<file path="config.mk">
export PLATFORM = sky130hd
export DESIGN_NAME = six_bit_varint_decoder_top
export DESIGN_NICKNAME = d
export VERILOG_FILES = /design/src/rtl/core/svd_pkg.sv /design/src/rtl/core/svd_in_reg.sv /design/src/rtl/core/svd_decode.sv /design/src/rtl/core/svd_result_buf.sv /design/src/rtl/core/six_bit_varint_decoder_top.sv
export SDC_FILE = /design/constraint.sdc
export NUM_CORES = 1
export LEC_CHECK = 0
export BUFFER_PORTS_ARGS = -buffer_cell sky130_fd_sc_hd__buf_2
export CAP_MARGIN = 40
export CELL_PAD_IN_SITES_DETAIL_PLACEMENT = 1
export CELL_PAD_IN_SITES_GLOBAL_PLACEMENT = 1
export CORE_MARGIN = 5
export CORE_UTILIZATION = 48
export CTS_CLUSTER_DIAMETER = 80
export CTS_CLUSTER_SIZE = 24
export DETAILED_ROUTE_END_ITERATION = 8
export PLACE_DENSITY = 0.9
export RECOVER_POWER = 50
export SYNTH_ARGS = -nofsm -noshare
export SYNTH_HDL_FRONTEND = slang
export SYNTH_SLANG_ARGS = --single-unit
</file>
<file path="constraint.sdc">
create_clock -name i_clk -period 4.7 [get_ports i_clk]
set_input_delay 0.705 -clock i_clk [delete_from_list [all_inputs] [get_ports i_clk]]
set_output_delay 0.705 -clock i_clk [all_outputs]
set_load 0.02 [all_outputs]
</file>
<file path="src/rtl/core/svd_pkg.sv">
// Package for the six-bit-group varint decoder: item types, status codes and constants.
`default_nettype none
package svd_pkg;

    // Default number of value bits that are kept.
    localparam int SVD_VALUE_WIDTH = 32;

    // Width of the delivered value field.
    localparam int SVD_OUT_WIDTH = 32;

    // Number of result entries in a bundle; one byte causes at most two results.
    localparam int SVD_MAX_RESULTS = 3;

    // Group shift that marks every further data bit as beyond the kept width.
    localparam logic [5:0] SVD_SHIFT_SAT = 6'd63;

    // Result status codes.
    localparam logic [1:0] SVD_ST_OK        = 2'd0;
    localparam logic [1:0] SVD_ST_OVERFLOW  = 2'd1;
    localparam logic [1:0] SVD_ST_TRUNCATED = 2'd2;

    // One input item.
    typedef struct packed {
        logic [7:0] data_byte;
        logic       end_of_stream;
    } t_in_item;

    // One result item.
    typedef struct packed {
        logic [SVD_OUT_WIDTH-1:0] decoded_value;
        logic [1:0]               status;
        logic                     last_of_run;
    } t_out_item;

    // All results caused by one byte, first result in entry 0.
    typedef struct packed {
        logic [1:0]                          count;
        t_out_item [SVD_MAX_RESULTS-1:0]     items;
    } t_svd_bundle;

endpackage
`default_nettype wire

</file>
<file path="src/rtl/core/svd_in_reg.sv">
// Input register of the varint decoder: holds one accepted byte until the decoder takes it.
`default_nettype none
module svd_in_reg (
    input  wire logic              i_clk,
    input  wire logic              i_rst_n,
    input  wire logic              i_valid,
    output logic                   o_ready,
    input  wire svd_pkg::t_in_item i_item,
    input  wire logic              i_sink_ready,
    output logic                   o_take,
    output svd_pkg::t_in_item      o_item
);
    import svd_pkg::*;

    logic     r_valid;
    t_in_item r_item;

    // The held item moves on when the result side can take its results.
    assign o_take  = r_valid && i_sink_ready;
    assign o_ready = !r_valid || i_sink_ready;
    assign o_item  = r_item;

    // Valid flag of the register.
    always_ff @(posedge i_clk) begin
        if (!i_rst_n) begin
            r_valid <= 1'b0;
        end else if (o_ready) begin
            r_valid <= i_valid;
        end
    end

    // Payload is loaded whenever a new item is accepted.
    always_ff @(posedge i_clk) begin
        if (o_ready && i_valid) begin
            r_item <= i_item;
        end
    end

endmodule
`default_nettype wire

</file>
<file path="src/rtl/core/svd_decode.sv">
// Decoder core: bit reservoir, value state and the extraction of up to two groups per byte.
`default_nettype none
module svd_decode #(
    parameter int VALUE_WIDTH = svd_pkg::SVD_VALUE_WIDTH
) (
    input  wire logic              i_clk,
    input  wire logic              i_rst_n,
    input  wire logic              i_take,
    input  wire svd_pkg::t_in_item i_item,
    output svd_pkg::t_svd_bundle   o_bundle
);
    import svd_pkg::*;

    // State of the value under construction.
    typedef struct packed {
        logic [VALUE_WIDTH-1:0] accum;
        logic [5:0]             shift;
        logic                   ovf;
        logic                   in_value;
    } t_vstate;

    localparam t_vstate VSTATE_CLEAR = '{accum: '0, shift: '0, ovf: 1'b0, in_value: 1'b0};

    logic [4:0] r_holding;
    logic [2:0] r_level;
    t_vstate    r_vs;

    logic [4:0]  n_holding;
    logic [2:0]  n_level;
    t_vstate     n_vs;

    // Adds one group to the value state.
    function automatic t_vstate f_take(input t_vstate st, input logic [5:0] grp);
        t_vstate     nx;
        logic [63:0] wide;
        logic [6:0]  pos;
        logic [6:0]  sum;
        nx = st;
        if (st.shift == SVD_SHIFT_SAT) begin
            if (grp[4:0] != 5'd0) begin
                nx.ovf = 1'b1;
            end
        end else begin
            for (int i = 0; i < 5; i++) begin
                pos = 7'(st.shift) + 7'(i);
                if (grp[i] && (pos >= 7'(VALUE_WIDTH))) begin
                    nx.ovf = 1'b1;
                end
            end
            wide     = 64'(grp[4:0]) << st.shift;
            nx.accum = st.accum | wide[VALUE_WIDTH-1:0];
        end
        if (grp[5]) begin
            sum         = 7'(st.shift) + 7'd5;
            nx.shift    = (sum >= 7'(SVD_SHIFT_SAT)) ? SVD_SHIFT_SAT : sum[5:0];
            nx.in_value = 1'b1;
        end
        return nx;
    endfunction

    // Low output bits of the accumulated value.
    function automatic logic [SVD_OUT_WIDTH-1:0] f_value(input t_vstate st);
        logic [63:0] ext;
        ext = 64'(st.accum);
        return ext[SVD_OUT_WIDTH-1:0];
    endfunction

    // Group extraction, result collection and truncation for one byte.
    always_comb begin
        logic [2:0]  lvl;
        logic [12:0] bits;
        logic [3:0]  total;
        logic        two;
        t_vstate     st;
        logic [1:0]  n;

        lvl   = (r_level > 3'd5) ? 3'd5 : r_level;
        bits  = 13'(r_holding) | (13'(i_item.data_byte) << lvl);
        total = 4'(lvl) + 4'd8;
        two   = (total >= 4'd12);
        n     = 2'd0;
        o_bundle = '0;

        // First group.
        st = f_take(r_vs, bits[5:0]);
        if (!bits[5]) begin
            o_bundle.items[n].decoded_value = f_value(st);
            o_bundle.items[n].status        = st.ovf ? SVD_ST_OVERFLOW : SVD_ST_OK;
            n  = n + 2'd1;
            st = VSTATE_CLEAR;
        end

        // Second group when the held bits and the byte together supply twelve or more bits.
        if (two) begin
            st = f_take(st, bits[11:6]);
            if (!bits[11]) begin
                o_bundle.items[n].decoded_value = f_value(st);
                o_bundle.items[n].status        = st.ovf ? SVD_ST_OVERFLOW : SVD_ST_OK;
                n  = n + 2'd1;
                st = VSTATE_CLEAR;
            end
            n_holding = {4'd0, bits[12]};
            n_level   = 3'(total - 4'd12);
        end else begin
            n_holding = bits[10:6];
            n_level   = 3'(total - 4'd6);
        end

        // Stream end: an open value is reported as truncated, pad bits are dropped.
        if (i_item.end_of_stream) begin
            if (st.in_value) begin
                o_bundle.items[n].decoded_value = f_value(st);
                o_bundle.items[n].status        = SVD_ST_TRUNCATED;
                n  = n + 2'd1;
                st = VSTATE_CLEAR;
            end
            n_holding = 5'd0;
            n_level   = 3'd0;
        end

        // Mark the final result of this byte.
        for (int k = 0; k < SVD_MAX_RESULTS; k++) begin
            o_bundle.items[k].last_of_run = (2'(k + 1) == n);
        end
        o_bundle.count = n;
        n_vs           = st;
    end

    // State registers advance once per byte taken.
    always_ff @(posedge i_clk) begin
        if (!i_rst_n) begin
            r_holding <= 5'd0;
            r_level   <= 3'd0;
            r_vs      <= VSTATE_CLEAR;
        end else if (i_take) begin
            r_holding <= n_holding;
            r_level   <= n_level;
            r_vs      <= n_vs;
        end
    end

    // The reservoir never holds a full group.
    a_level_below_group: assert property (@(posedge i_clk) disable iff (!i_rst_n)
        r_level <= 3'd5)
        else $error("bit reservoir holds six or more bits");

    // After a final byte the reservoir and value state start afresh.
    a_end_clears: assert property (@(posedge i_clk) disable iff (!i_rst_n)
        (i_take && i_item.end_of_stream) |=> (r_level == 3'd0 && !r_vs.in_value))
        else $error("state not cleared after end of stream");

    // One byte never causes more than two results.
    a_count_limit: assert property (@(posedge i_clk) disable iff (!i_rst_n)
        i_take |-> (o_bundle.count <= 2'd2))
        else $error("more than two results for one byte");

endmodule
`default_nettype wire

</file>
<file path="src/rtl/core/svd_result_buf.sv">
// Result buffer: holds one byte's results and delivers one item per cycle while ready.
`default_nettype none
module svd_result_buf (
    input  wire logic                 i_clk,
    input  wire logic                 i_rst_n,
    input  wire logic                 i_load,
    input  wire svd_pkg::t_svd_bundle i_bundle,
    output logic                      o_can_load,
    output logic                      o_valid,
    input  wire logic                 i_ready,
    output svd_pkg::t_out_item        o_item
);
    import svd_pkg::*;

    logic [1:0]                      r_count;
    t_out_item [SVD_MAX_RESULTS-1:0] r_items;
    logic                            pop;

    assign o_valid    = (r_count != 2'd0);
    assign o_item     = r_items[0];
    assign pop        = o_valid && i_ready;
    // A new byte's results may enter once the buffer is empty after this cycle.
    assign o_can_load = (r_count == 2'd0) || (r_count == 2'd1 && i_ready);

    // Entry count.
    always_ff @(posedge i_clk) begin
        if (!i_rst_n) begin
            r_count <= 2'd0;
        end else if (i_load) begin
            r_count <= i_bundle.count;
        end else if (pop) begin
            r_count <= r_count - 2'd1;
        end
    end

    // Entries shift towards the head as items leave.
    always_ff @(posedge i_clk) begin
        if (i_load) begin
            r_items <= i_bundle.items;
        end else if (pop) begin
            for (int k = 0; k < SVD_MAX_RESULTS - 1; k++) begin
                r_items[k] <= r_items[k + 1];
            end
        end
    end

    // The only item left is the last of its byte.
    a_single_is_last: assert property (@(posedge i_clk) disable iff (!i_rst_n)
        (r_count == 2'd1) |-> r_items[0].last_of_run)
        else $error("last remaining item not marked last of run");

    // With further items behind it, the head is not the last of its byte.
    a_head_not_last: assert property (@(posedge i_clk) disable iff (!i_rst_n)
        (r_count > 2'd1) |-> !r_items[0].last_of_run)
        else $error("head item wrongly marked last of run");

    // Loading never overwrites items still to be delivered.
    a_no_overwrite: assert property (@(posedge i_clk) disable iff (!i_rst_n)
        i_load |-> (r_count == 2'd0 || (r_count == 2'd1 && pop)))
        else $error("results loaded over undelivered items");

endmodule
`default_nettype wire

</file>
<file path="src/rtl/core/six_bit_varint_decoder_top.sv">
// Top level of the six-bit-group varint decoder.
// Bytes enter least significant bit first and are cut into 6-bit groups (5 data bits, bit 5
// set means the value continues, low group first). An item passes the input register and the
// result buffer before its first result. A new byte is taken every cycle while each byte has
// at most one result and the receiver is ready; a byte with two results (two finished values,
// or a value and a truncation at stream end) stalls the input, as the buffer delivers one item
// per cycle to a ready receiver, loading the next byte's results only as its last item leaves.
// Values keep VALUE_WIDTH bits; a set data bit beyond that gives overflow status.
`default_nettype none
module six_bit_varint_decoder_top #(
    parameter int VALUE_WIDTH = svd_pkg::SVD_VALUE_WIDTH
) (
    input  wire logic              i_clk,
    input  wire logic              i_rst_n,
    input  wire logic              i_in_valid,
    output logic                   o_in_ready,
    input  wire svd_pkg::t_in_item i_in_data,
    output logic                   o_out_valid,
    input  wire logic              i_out_ready,
    output svd_pkg::t_out_item     o_out_data
);
    import svd_pkg::*;

    logic        take;
    logic        can_load;
    t_in_item    held_item;
    t_svd_bundle bundle;

    // Input register.
    svd_in_reg u_in_reg (
        .i_clk        (i_clk),
        .i_rst_n      (i_rst_n),
        .i_valid      (i_in_valid),
        .o_ready      (o_in_ready),
        .i_item       (i_in_data),
        .i_sink_ready (can_load),
        .o_take       (take),
        .o_item       (held_item)
    );

    // Group extraction and value state.
    svd_decode #(
        .VALUE_WIDTH (VALUE_WIDTH)
    ) u_decode (
        .i_clk    (i_clk),
        .i_rst_n  (i_rst_n),
        .i_take   (take),
        .i_item   (held_item),
        .o_bundle (bundle)
    );

    // Result buffer.
    svd_result_buf u_result_buf (
        .i_clk      (i_clk),
        .i_rst_n    (i_rst_n),
        .i_load     (take),
        .i_bundle   (bundle),
        .o_can_load (can_load),
        .o_valid    (o_out_valid),
        .i_ready    (i_out_ready),
        .o_item     (o_out_data)
    );

endmodule
`default_nettype wire

</file>
======== Yosys cells after proc, flatten, opt, wreduce, memory -nomap -nowiden ========
Cells that the tools add are included.
operators by class
  reductions and logical operators ........ 24
  shift-type cells ........................ 3
  magnitude comparators ................... 18
  bitwise gates (word level) .............. 3
  add/sub/neg operators ................... 16
  mux-type cells .......................... 58
  equality and inequality tests ........... 6
operators by type and width
  operator                                             count
  bitwise mux 105 bit                                  4
  2-to-1 mux 105 bit                                   4
  demux 35 bit (select 2 bit)                          4
  2-to-1 mux 40 bit                                    5
  2-to-1 mux 70 bit                                    2
  2-to-1 mux 32 bit                                    3
  >= comparator 7 x 6 -> 1 bit, second input constant  10
  2-to-1 mux 35 bit                                    2
  bitwise OR 32 bit                                    2
  left shift 5 x 6 -> 32 bit                           2
  2-to-1 mux 34 bit                                    1
  adder 6 x 2 -> 7 bit, second input constant          4
  adder 6 x 3 -> 7 bit, second input constant          4
  2-to-1 mux 1 bit                                     18
  logical AND 1 bit                                    16
  2-to-1 mux 3 bit                                     5
  adder 6 x 1 -> 7 bit, second input constant          2
  bitwise OR 5 x 13 -> 13 bit                          1
  left shift 8 x 3 -> 13 bit                           1
  == test 6 bit, second input constant                 2
  >= comparator 6 bit, second input constant           2
  2-to-1 mux 2 bit                                     6
  2-to-1 mux 6 bit                                     2
  2-to-1 mux 5 bit                                     2
  19 further kinds                                     24
word-level totals
  input bits .............................. 13
  output and inout port bits .............. 37
  word-level logic and storage cells ...... 146
  flip-flop bits (word level) ............. 164

======== Depth between registers and ports, before layout ========
Gate-level depths: netlist of the first run.
  depth after elaboration ................. 30
  mapped depth ............................ 19
  depth with buffers taken out ............ 15

======== By module ========
From an unflattened synthesis of the first run, not the netlist that was laid out.
second synthesis, totals
  cells, all modules ...................... 1089
  area, all modules ....................... 10608.9 um2
modules (own cells, without submodules)
  module          area an instance (um2)  seq. area each (um2)  instances  cells an instance
  svd_decode      5516.5                  940.9                 1          837
  svd_result_buf  4757.1                  3193.1                1          237
  svd_in_reg      335.3                   290.3                 1          15

======== Least setup slack after synthesis of the first run ========
OpenSTA, ideal clock, no wires.
  path type ............................... register to register
  from .................................... reg u_decode.r_level[0]
  to ...................................... reg u_result_buf.r_items, in the netlist u_result_buf.o_item[31], data pin
  data required time ...................... 4.431 ns
  buffers on the path ..................... 7
  clock period less this slack ............ 4.094 ns
  data arrival time ....................... 3.824 ns
  setup slack ............................. 0.606 ns
  library setup time ...................... 0.269 ns
  cell stages (with the launch flop) ...... 20
  cell sequence ........................... dfxtp_1 > buf_4 > buf_2 > a21oi_1 > mux2i_1 > clkbuf_1 > nor2_1 > inv_1 > clkbuf_1 > clkbuf_1 > ha_1 > o31ai_1 > and3_1 > clkbuf_1 > nor2_1 > nand2_1 > clkbuf_1 > nor2_1 > a221oi_1 > o21ai_0
on the way
  longest elaborated chain between the ends .. 20
  elaborated cells between the ends (all ways) .. 43
  classes of those cells .................. add/sub: 2; order compare: 6; eq/ne: 1; shift: 3; mux: 26; bitwise: 3; reduce/logical: 2
RTL lines
  element                         line                  RTL
  start: declaration              svd_decode.sv:25      logic [2:0] r_level;
  start signal: assignment        svd_decode.sv:137     r_level <= n_level;
  > comparator 3 bit              svd_decode.sv:77      lvl = (r_level > 3'd5) ? 3'd5 : r_level;
  2-to-1 mux 3 bit *              svd_decode.sv:77
  left shift 8 x 3 -> 13 bit      svd_decode.sv:78      bits = 13'(r_holding) | (13'(i_item.data_byte) << lvl);
  bitwise OR 5 x 13 -> 13 bit     svd_decode.sv:78
  left shift 5 x 6 -> 32 bit      svd_decode.sv:50      wide = 64'(grp[4:0]) << st.shift;
  bitwise OR 32 bit               svd_decode.sv:51      nx.accum = st.accum | wide[VALUE_WIDTH-1:0];
  2-to-1 mux 32 bit               svd_decode.sv:39      if (st.shift == SVD_SHIFT_SAT) begin
  2-to-1 mux 40 bit               svd_decode.sv:86      if (!bits[5]) begin
  (+4 left out)                   --
  bitwise mux 105 bit             svd_decode.sv:98      o_bundle.items[n].status = st.ovf ? SVD_ST_OVERFLOW : SVD_ST_OK;
  2-to-1 mux 105 bit              svd_decode.sv:96      if (!bits[11]) begin
  2-to-1 mux 105 bit              svd_decode.sv:94      if (two) begin
  bitwise mux 105 bit             svd_decode.sv:112     o_bundle.items[n].decoded_value = f_value(st);
  bitwise mux 105 bit             svd_decode.sv:113     o_bundle.items[n].status = SVD_ST_TRUNCATED;
  2-to-1 mux 105 bit              svd_decode.sv:111     if (st.in_value) begin
  2-to-1 mux 105 bit *            svd_decode.sv:110     if (i_item.end_of_stream) begin
  2-to-1 mux 70 bit *             svd_result_buf.sv:38  if (i_load) begin
  end signal: assignment          svd_result_buf.sv:39  r_items <= i_bundle.items;
  end signal: indexed assignment  svd_result_buf.sv:42  r_items[k] <= r_items[k + 1];
  end: declaration                svd_result_buf.sv:16  t_out_item [SVD_MAX_RESULTS-1:0] r_items;
Mark *: on every way between the ends. The rest lies on a longest branch, timed or not. The select of a mux whose other input is x is not followed.
A chain may end at the register's enable or synchronous reset.

======== Worst setup path in the final report of the first run ========
  from .................................... reg u_decode.r_level[0]
  to ...................................... reg u_result_buf.r_items, in the netlist u_result_buf.o_item[12], data pin
Same word-level chain as after synthesis.

==> results.json, run 1 <==
{
  "ys.flop_type": "edfxtp_1",
  "final_area_sq_mm": 0.0112,
  "gr-total-overflow": 0,
  "maxCapViolations": 2,
  "worst_slack_ps": 274,
  "cp.required_ps": 4870,
  "hpwl_microns": 28400,
  "cts_hold_buf": 0,
  "post_drt_wl_per_cell_microns": 28.4,
  "synth_top_area_cell": "edfxtp_1",
  "grt_pass1_vias": 10315,
  "hold_depth": 1,
  "synth-async-reset-ratio": 0,
  "peakVddDrop_v": 0.000291,
  "coreArea_sq_mm": 0.0211,
  "gp_congestion": 1.01,
  "cts_tree": "built",
  "synth_top_area_share": 0.329,
  "io_buffers": 49,
  "dieHeight_microns": 157,
  "vias_per_cell": 7.00,
  "pin_count": 50,
  "worstSetupEndpointType": "register",
  "pre_cts_ws_ps": 510,
  "diodes": 0,
  "clk_pin_slew_ps": 80,
  "yosysWarnings": 0,
  "synth_cells": 1160,
  "synth_nets": 1186,
  "fp-row-count": 53,
  "rsz0062_at_grt": "no",
  "drtIter0Drc": 1240,
  "drt-total-wl_microns": 41300,
  "status": "complete, but fails checks",
  "syn_to_final_growth_pct": 8.90,
  "slew_violations": 90,
  "hp-class": "input pin to register",
  "finalCritPeriodShare": 0.942,
  "postPlaceCellArea_sq_mm": 0.0107,
  "cts_root_buf": "clkbuf_16",
  "grt_pass1_wl_microns": 62800,
  "synth_edf_count": 113,
  "synth_cell_types": 99,
  "firstDrtPassIters": 6,
  "setup_violations": 0,
  "dieArea_sq_mm": 0.0245,
  "fin_skew_ps": 11.3,
  "p_leak_nw": 3.91,
  "whs_ps": 424,
  "postCtsSetupRepairBufs": 0,
  "cts.path.max_buffers": 2,
  "syn_avg_cell_area_sq_um": 8.90,
  "clk_latency_ps": 450,
  "via_count": 10187,
  "drcViolationCount": 0,
  "cts_buffers": 17,
  "worstMarginPinSlew_ps": 2590,
  "htreeDepth": 4,
  "cp_max_fo": 13,
  "start_util": 0.489,
  "reg2regPathDepth": 12,
  "final_hold_viol_count": 0,
  "synth-seq-area-share": 0.426,
  "grtUsageTotal": 0.335,
  "ant_nets": 0,
  "clock_sinks": 163,
  "fmax_mhz": 226,
  "antenna_found_initial": 1,
  "grt_max_degree": 53,
  "relSlewSlack": -0.730,
  "violations": "max-capacitance violations, max-slew violations",
  "netlist_area_sq_mm": 0.0103,
  "synth_seq_cells": 163,
  "start_kind": "register",
  "drive_above_1_share": 0.125,
  "utilization": 0.533,
  "tns_ps": 0,
  "period_minus_slack_ps": 4430,
  "cts-resized-gates": 0,
  "worstSetupPathType": "register to register",
  "num-nets-final": 1193,
  "arrival_ps": 4600,
  "fp.dieW_microns": 157,
  "p_per_area_mw_per_mm2": 416,
  "yosys-top-cells-area": "edfxtp_1, dfxtp_1, nand2_1, o21ai_0, nor2_1"
}
[final cells by class]
class	count	area (sq um)
Clock buffer	17	425
Clock inverter	15	165
Fill cell	2494	9850
Inverter	23	86.3
Multi-Input combinational cell	864	5270
Sequential cell	163	4390
Tap cell	275	344
Timing Repair Buffer	98	556
[report_power, final]
| group | internal [mW] | switching, mW | leakage, nW |
|---|---|---|---|
| logic | 0.358 | 0.963 | 2.14 |
| clock network | 0.712 | 0.730 | 0.283 |
| registers | 1.82 | 0.0885 | 1.49 |
[layout by cell type, fill, tap and decap left out, drive strengths merged, types with 15 or more instances in the layout]
cell type,n
nand3,16
o21ai,105
nand2,140
edfxtp,113
a22o,26
nor3,32
nor2,131
a21oi,82
clkbuf,57
a22oi,16
a31oi,17
inv,29
nand4,15
and2,17
dfxtp,50
buf,57
[Yosys cell counts, drive strengths merged, types with 14 or more instances]
library cell and instances:
edfxtp 113, o31ai 14, a31oi 17, a22o 26, nor2 131, nor3 32
a21o 14, nand4 15, dfxtp 50, inv 23, nand2 140, a21oi 82
o21ai 105, a211oi 14, and2 17, buf 59, nand3 16, clkbuf 51
a22oi 16
[worst max-delay path, cell delays in order, from the launching register on]
cell and delay (ps):
dfxtp_1 610, mux2_2 440, o22ai_2 320, nor2_2 90, inv_2 70, ha_1 260, o31ai_1 330, and3_1 540
nor2_1 350, nand2_1 630, o21ai_0 210, a31oi_1 200, o21ai_0 100
[flip-flops by register name (all words and copies together) (netlist names)]
signal and flops:
u_decode.r_holding 5, u_result_buf.r_count 2, u_decode.r_vs 39, u_result_buf.o_item 35
u_result_buf.r_items 69, u_in_reg.o_item 9, u_in_reg.r_valid 1, u_decode.r_level 3
[path summary, 6_finish.rpt]
kind                             from                       to  slack, ps
setup reg to reg  u_decode.r_level[0]  u_result_buf.o_item[12]        270
setup / recovery  u_decode.r_level[0]  u_result_buf.o_item[12]        270
hold / removal           i_in_data[2]       u_in_reg.o_item[2]        420
hold reg to reg     u_decode.r_vs[14]        u_decode.r_vs[14]        470
[kinds of logic after synthesis]
kind of cell / synth area share
DFF: 0.426
muxes: 0.0216
xor gates and xnor gates: 0.00655
AOI/OAI and AO/OA: 0.279
other: 0.000363
buffers and inverters: 0.0649
adders and majority gates: 0.0158
and+or+nand+nor: 0.186
[stage by stage]
stage | instances | power [mW]
2_1_floorplan | 1160 | 2.84
3_3_place_gp | 1417 | 3.19
5_1_grt | 1455 | 4.82
4_1_cts | 1455 | 4.65
3_5_place_dp | 1423 | 3.22
6_report | 1455 | 4.67
[per-layer routing]
metal	routed length, microns	global-route usage
met4	1660	0.134
met3	4500	0.0890
met1	16200	0.431
met2	18900	0.537
met5	13	0
No activity file was read; power rests on OpenSTA's default activity.
==> run 2, diff against run 1 <==
- GPL_TIMING_DRIVEN: default -> 0
- PLACE_DENSITY: 0.9 -> default
- PLACE_DENSITY_LB_ADDON: default -> 0.1
==> run 2 against run 1 <==
Effect of this change:
- the run ends with max-capacitance violations, max-slew violations, negative setup slack left
- global-route usage increased by 3.4 points
- final cell count is 4.9% higher
- power is 5.0% higher
- critical endpoint is now u_result_buf.o_item[31]
- largest power group unchanged
- highest routed layer unchanged
==> results.json, run 2 (synthesis results as in run 1) <==
{
  "drtIter0Drc": 1649,
  "post_drt_wl_per_cell_microns": 30.1,
  "start_util": 0.489,
  "final_cells": 1527,
  "diodes": 0,
  "grt_pass1_wl_microns": 67300,
  "clk_pin_slew_ps": 70,
  "r2r_start": "u_decode.r_level[0]",
  "antenna_found_initial": 1,
  "fill_cells": 2523,
  "p_sw_frac": 0.383,
  "final_area_sq_mm": 0.0117,
  "worstSetupEndpointType": "register",
  "tns_ps": -34.5,
  "rsz0062_at_grt": "yes",
  "worst_slack_ps": -27.2,
  "layout_commonest_cell": "nand2_1",
  "setup_violations": 2,
  "io_buffers": 49,
  "start_kind": "register",
  "regMostFlops": "u_result_buf.r_items",
  "finalCritPeriodShare": 1.01,
  "p_leak_nw": 4.06,
  "fmax_mhz": 212,
  "cts_buffers": 17,
  "cp_cell_sequence": "buf_4 > mux2_2 > o22ai_4 > nor2_4 > inv_4 > buf_4 > buf_4 > buf_4 > ha_1 > o31ai_2 > and3_4 > nor2_1 > buf_4 > nand2_1 > clkbuf_4 > nor2_1 > a221oi_1 > o21ai_0",
  "p_int_mw": 3.03,
  "fin_skew_ps": 20.3,
  "hpwl_microns": 33100,
  "violations": "max-capacitance violations, max-slew violations, negative setup slack",
  "maxCapViolations": 2,
  "cp.buffers_inverters": 7,
  "worstSetupPathType": "register to register",
  "regToRegSetupSlack_ps": -30,
  "crit_cells": 18,
  "drive_above_1_share": 0.142,
  "pin_count": 50,
  "p_per_area_mw_per_mm2": 421,
  "cp-startpoint": "u_decode.r_level[0]",
  "crit_top_cell": "buf_4",
  "p_clk_frac": 0.302,
  "coreArea_sq_mm": 0.0211,
  "slew_violations": 101,
  "gr-total-overflow": 0,
  "grt_max_degree": 68,
  "vias_per_cell": 7.09,
  "utilization": 0.553,
  "multiInputGateArea_sq_mm": 0.00533,
  "fp.dieW_microns": 157,
  "dieHeight_microns": 157,
  "hp-class": "input pin to register",
  "peakVddDrop_v": 0.000268,
  "p_seq_frac": 0.388,
  "dp.cells": 1496,
  "grt_pass1_vias": 10640,
  "drt-total-wl_microns": 46000,
  "cts.path.max_buffers": 2,
  "whs_ps": 436,
  "cp.required_ps": 4850,
  "htreeDepth": 4,
  "pre_cts_ws_ps": -1570,
  "cpPeakStageDelay_ps": 410,
  "crit_family": "buffers and inverters",
  "p_switching_mw": 1.88,
  "drcViolationCount": 0,
  "worstReg2RegEnd": "u_result_buf.o_item[31]",
  "gp_congestion": 1.05,
  "relSlewSlack": -0.317,
  "crit_path_end": "u_result_buf.o_item[31]",
  "final_cell_mix": "nand2_1, nor2_1, edfxtp_1, o21ai_0, clkbuf_1",
  "cp_max_fo": 10,
  "p_comb_frac": 0.310,
  "reg2regPathDepth": 18,
  "cts_root_buf": "clkbuf_16",
  "cts_tree": "built",
  "period_minus_slack_ps": 4730,
  "seq_area_sq_mm": 0.00439,
  "critPathSlowestCell": "mux2_2",
  "arrival_ps": 4870,
  "syn_to_final_growth_pct": 12.9,
  "clk_latency_ps": 450,
  "postPlaceCellArea_sq_mm": 0.0110,
  "status": "complete, but fails checks",
  "firstDrtPassIters": 9,
  "final_hold_viol_count": 0,
  "clock_sinks": 163,
  "ant_nets": 0,
  "grtUsageTotal": 0.368,
  "largest_register_ffs": 69,
  "fp-row-count": 53,
  "power_mw": 4.90,
  "via_count": 10833,
  "num-nets-final": 1265,
  "dieArea_sq_mm": 0.0245,
  "worstMarginPinSlew_ps": 1980
}
==> run 2: cell type report <==
cell class | count | share of cell area
buffer | 106 | 0.0519
sequential | 163 | 0.377
multi-input combinational | 864 | 0.458
clock inverter | 15 | 0.0147
tap | 275 | 0.0295
timing repair buffer | 64 | 0.0246
clock buffer | 17 | 0.0365
inverter | 23 | 0.00805
==> run 2: worst min-delay path by stage <==
| stage | start | endpoint | slack [ps] | cells after the start |
|---|---|---|---|---|
| after global routing | i_in_data[4] | u_in_reg.o_item[4] | 440 | 1 |
| after detailed placement | u_decode.r_vs[25] | u_decode.r_vs[25] | 450 | 2 |
| after CTS | i_in_data[7] | u_in_reg.o_item[7] | 430 | 1 |
| after global placement | u_decode.r_vs[11] | u_decode.r_vs[11] | 430 | 2 |
| final | i_in_data[0] | u_in_reg.o_item[0] | 440 | 1 |
| after floorplan | u_decode.r_vs[32] | u_decode.r_vs[32] | 420 | 2 |
==> run 2: worst reg2reg max path, delay by kind of cell (launching register included) <==
family	cells	cell delay (ps)
AOI/OAI and AO/OA	4	960
and+or+nand+nor	5	860
DFF	1	350
buffers and inverters	7	1530
muxes	1	410
adders and majority gates	1	320
==> run 2: layer usage <==
| layer | GRT usage | routed length, microns |
|---|---|---|
| met5 | 0 | 7 |
| met4 | 0.183 | 2750 |
| met3 | 0.0736 | 5420 |
| met2 | 0.547 | 19300 |
| met1 | 0.513 | 18500 |
==> run 2: repair_timing <==
item / CTS / global route
setup endpoints to repair: 111 / 43
hold buffers: 0 / 0
gates resized for setup: 26 / 8
pin swaps: 1 / 1
setup buffers: 2 / 1
==> run 2: power by group through the flow <==
stage / registers (mW) / clock network, mW / logic, mW
after detailed placement: 1.92 / 0 / 1.48
after global routing: 1.92 / 1.53 / 1.58
after global placement: 1.92 / 0 / 1.42
after CTS: 1.89 / 1.47 / 1.51
after floorplan: 1.90 / 0 / 0.944
final: 1.91 / 1.48 / 1.52
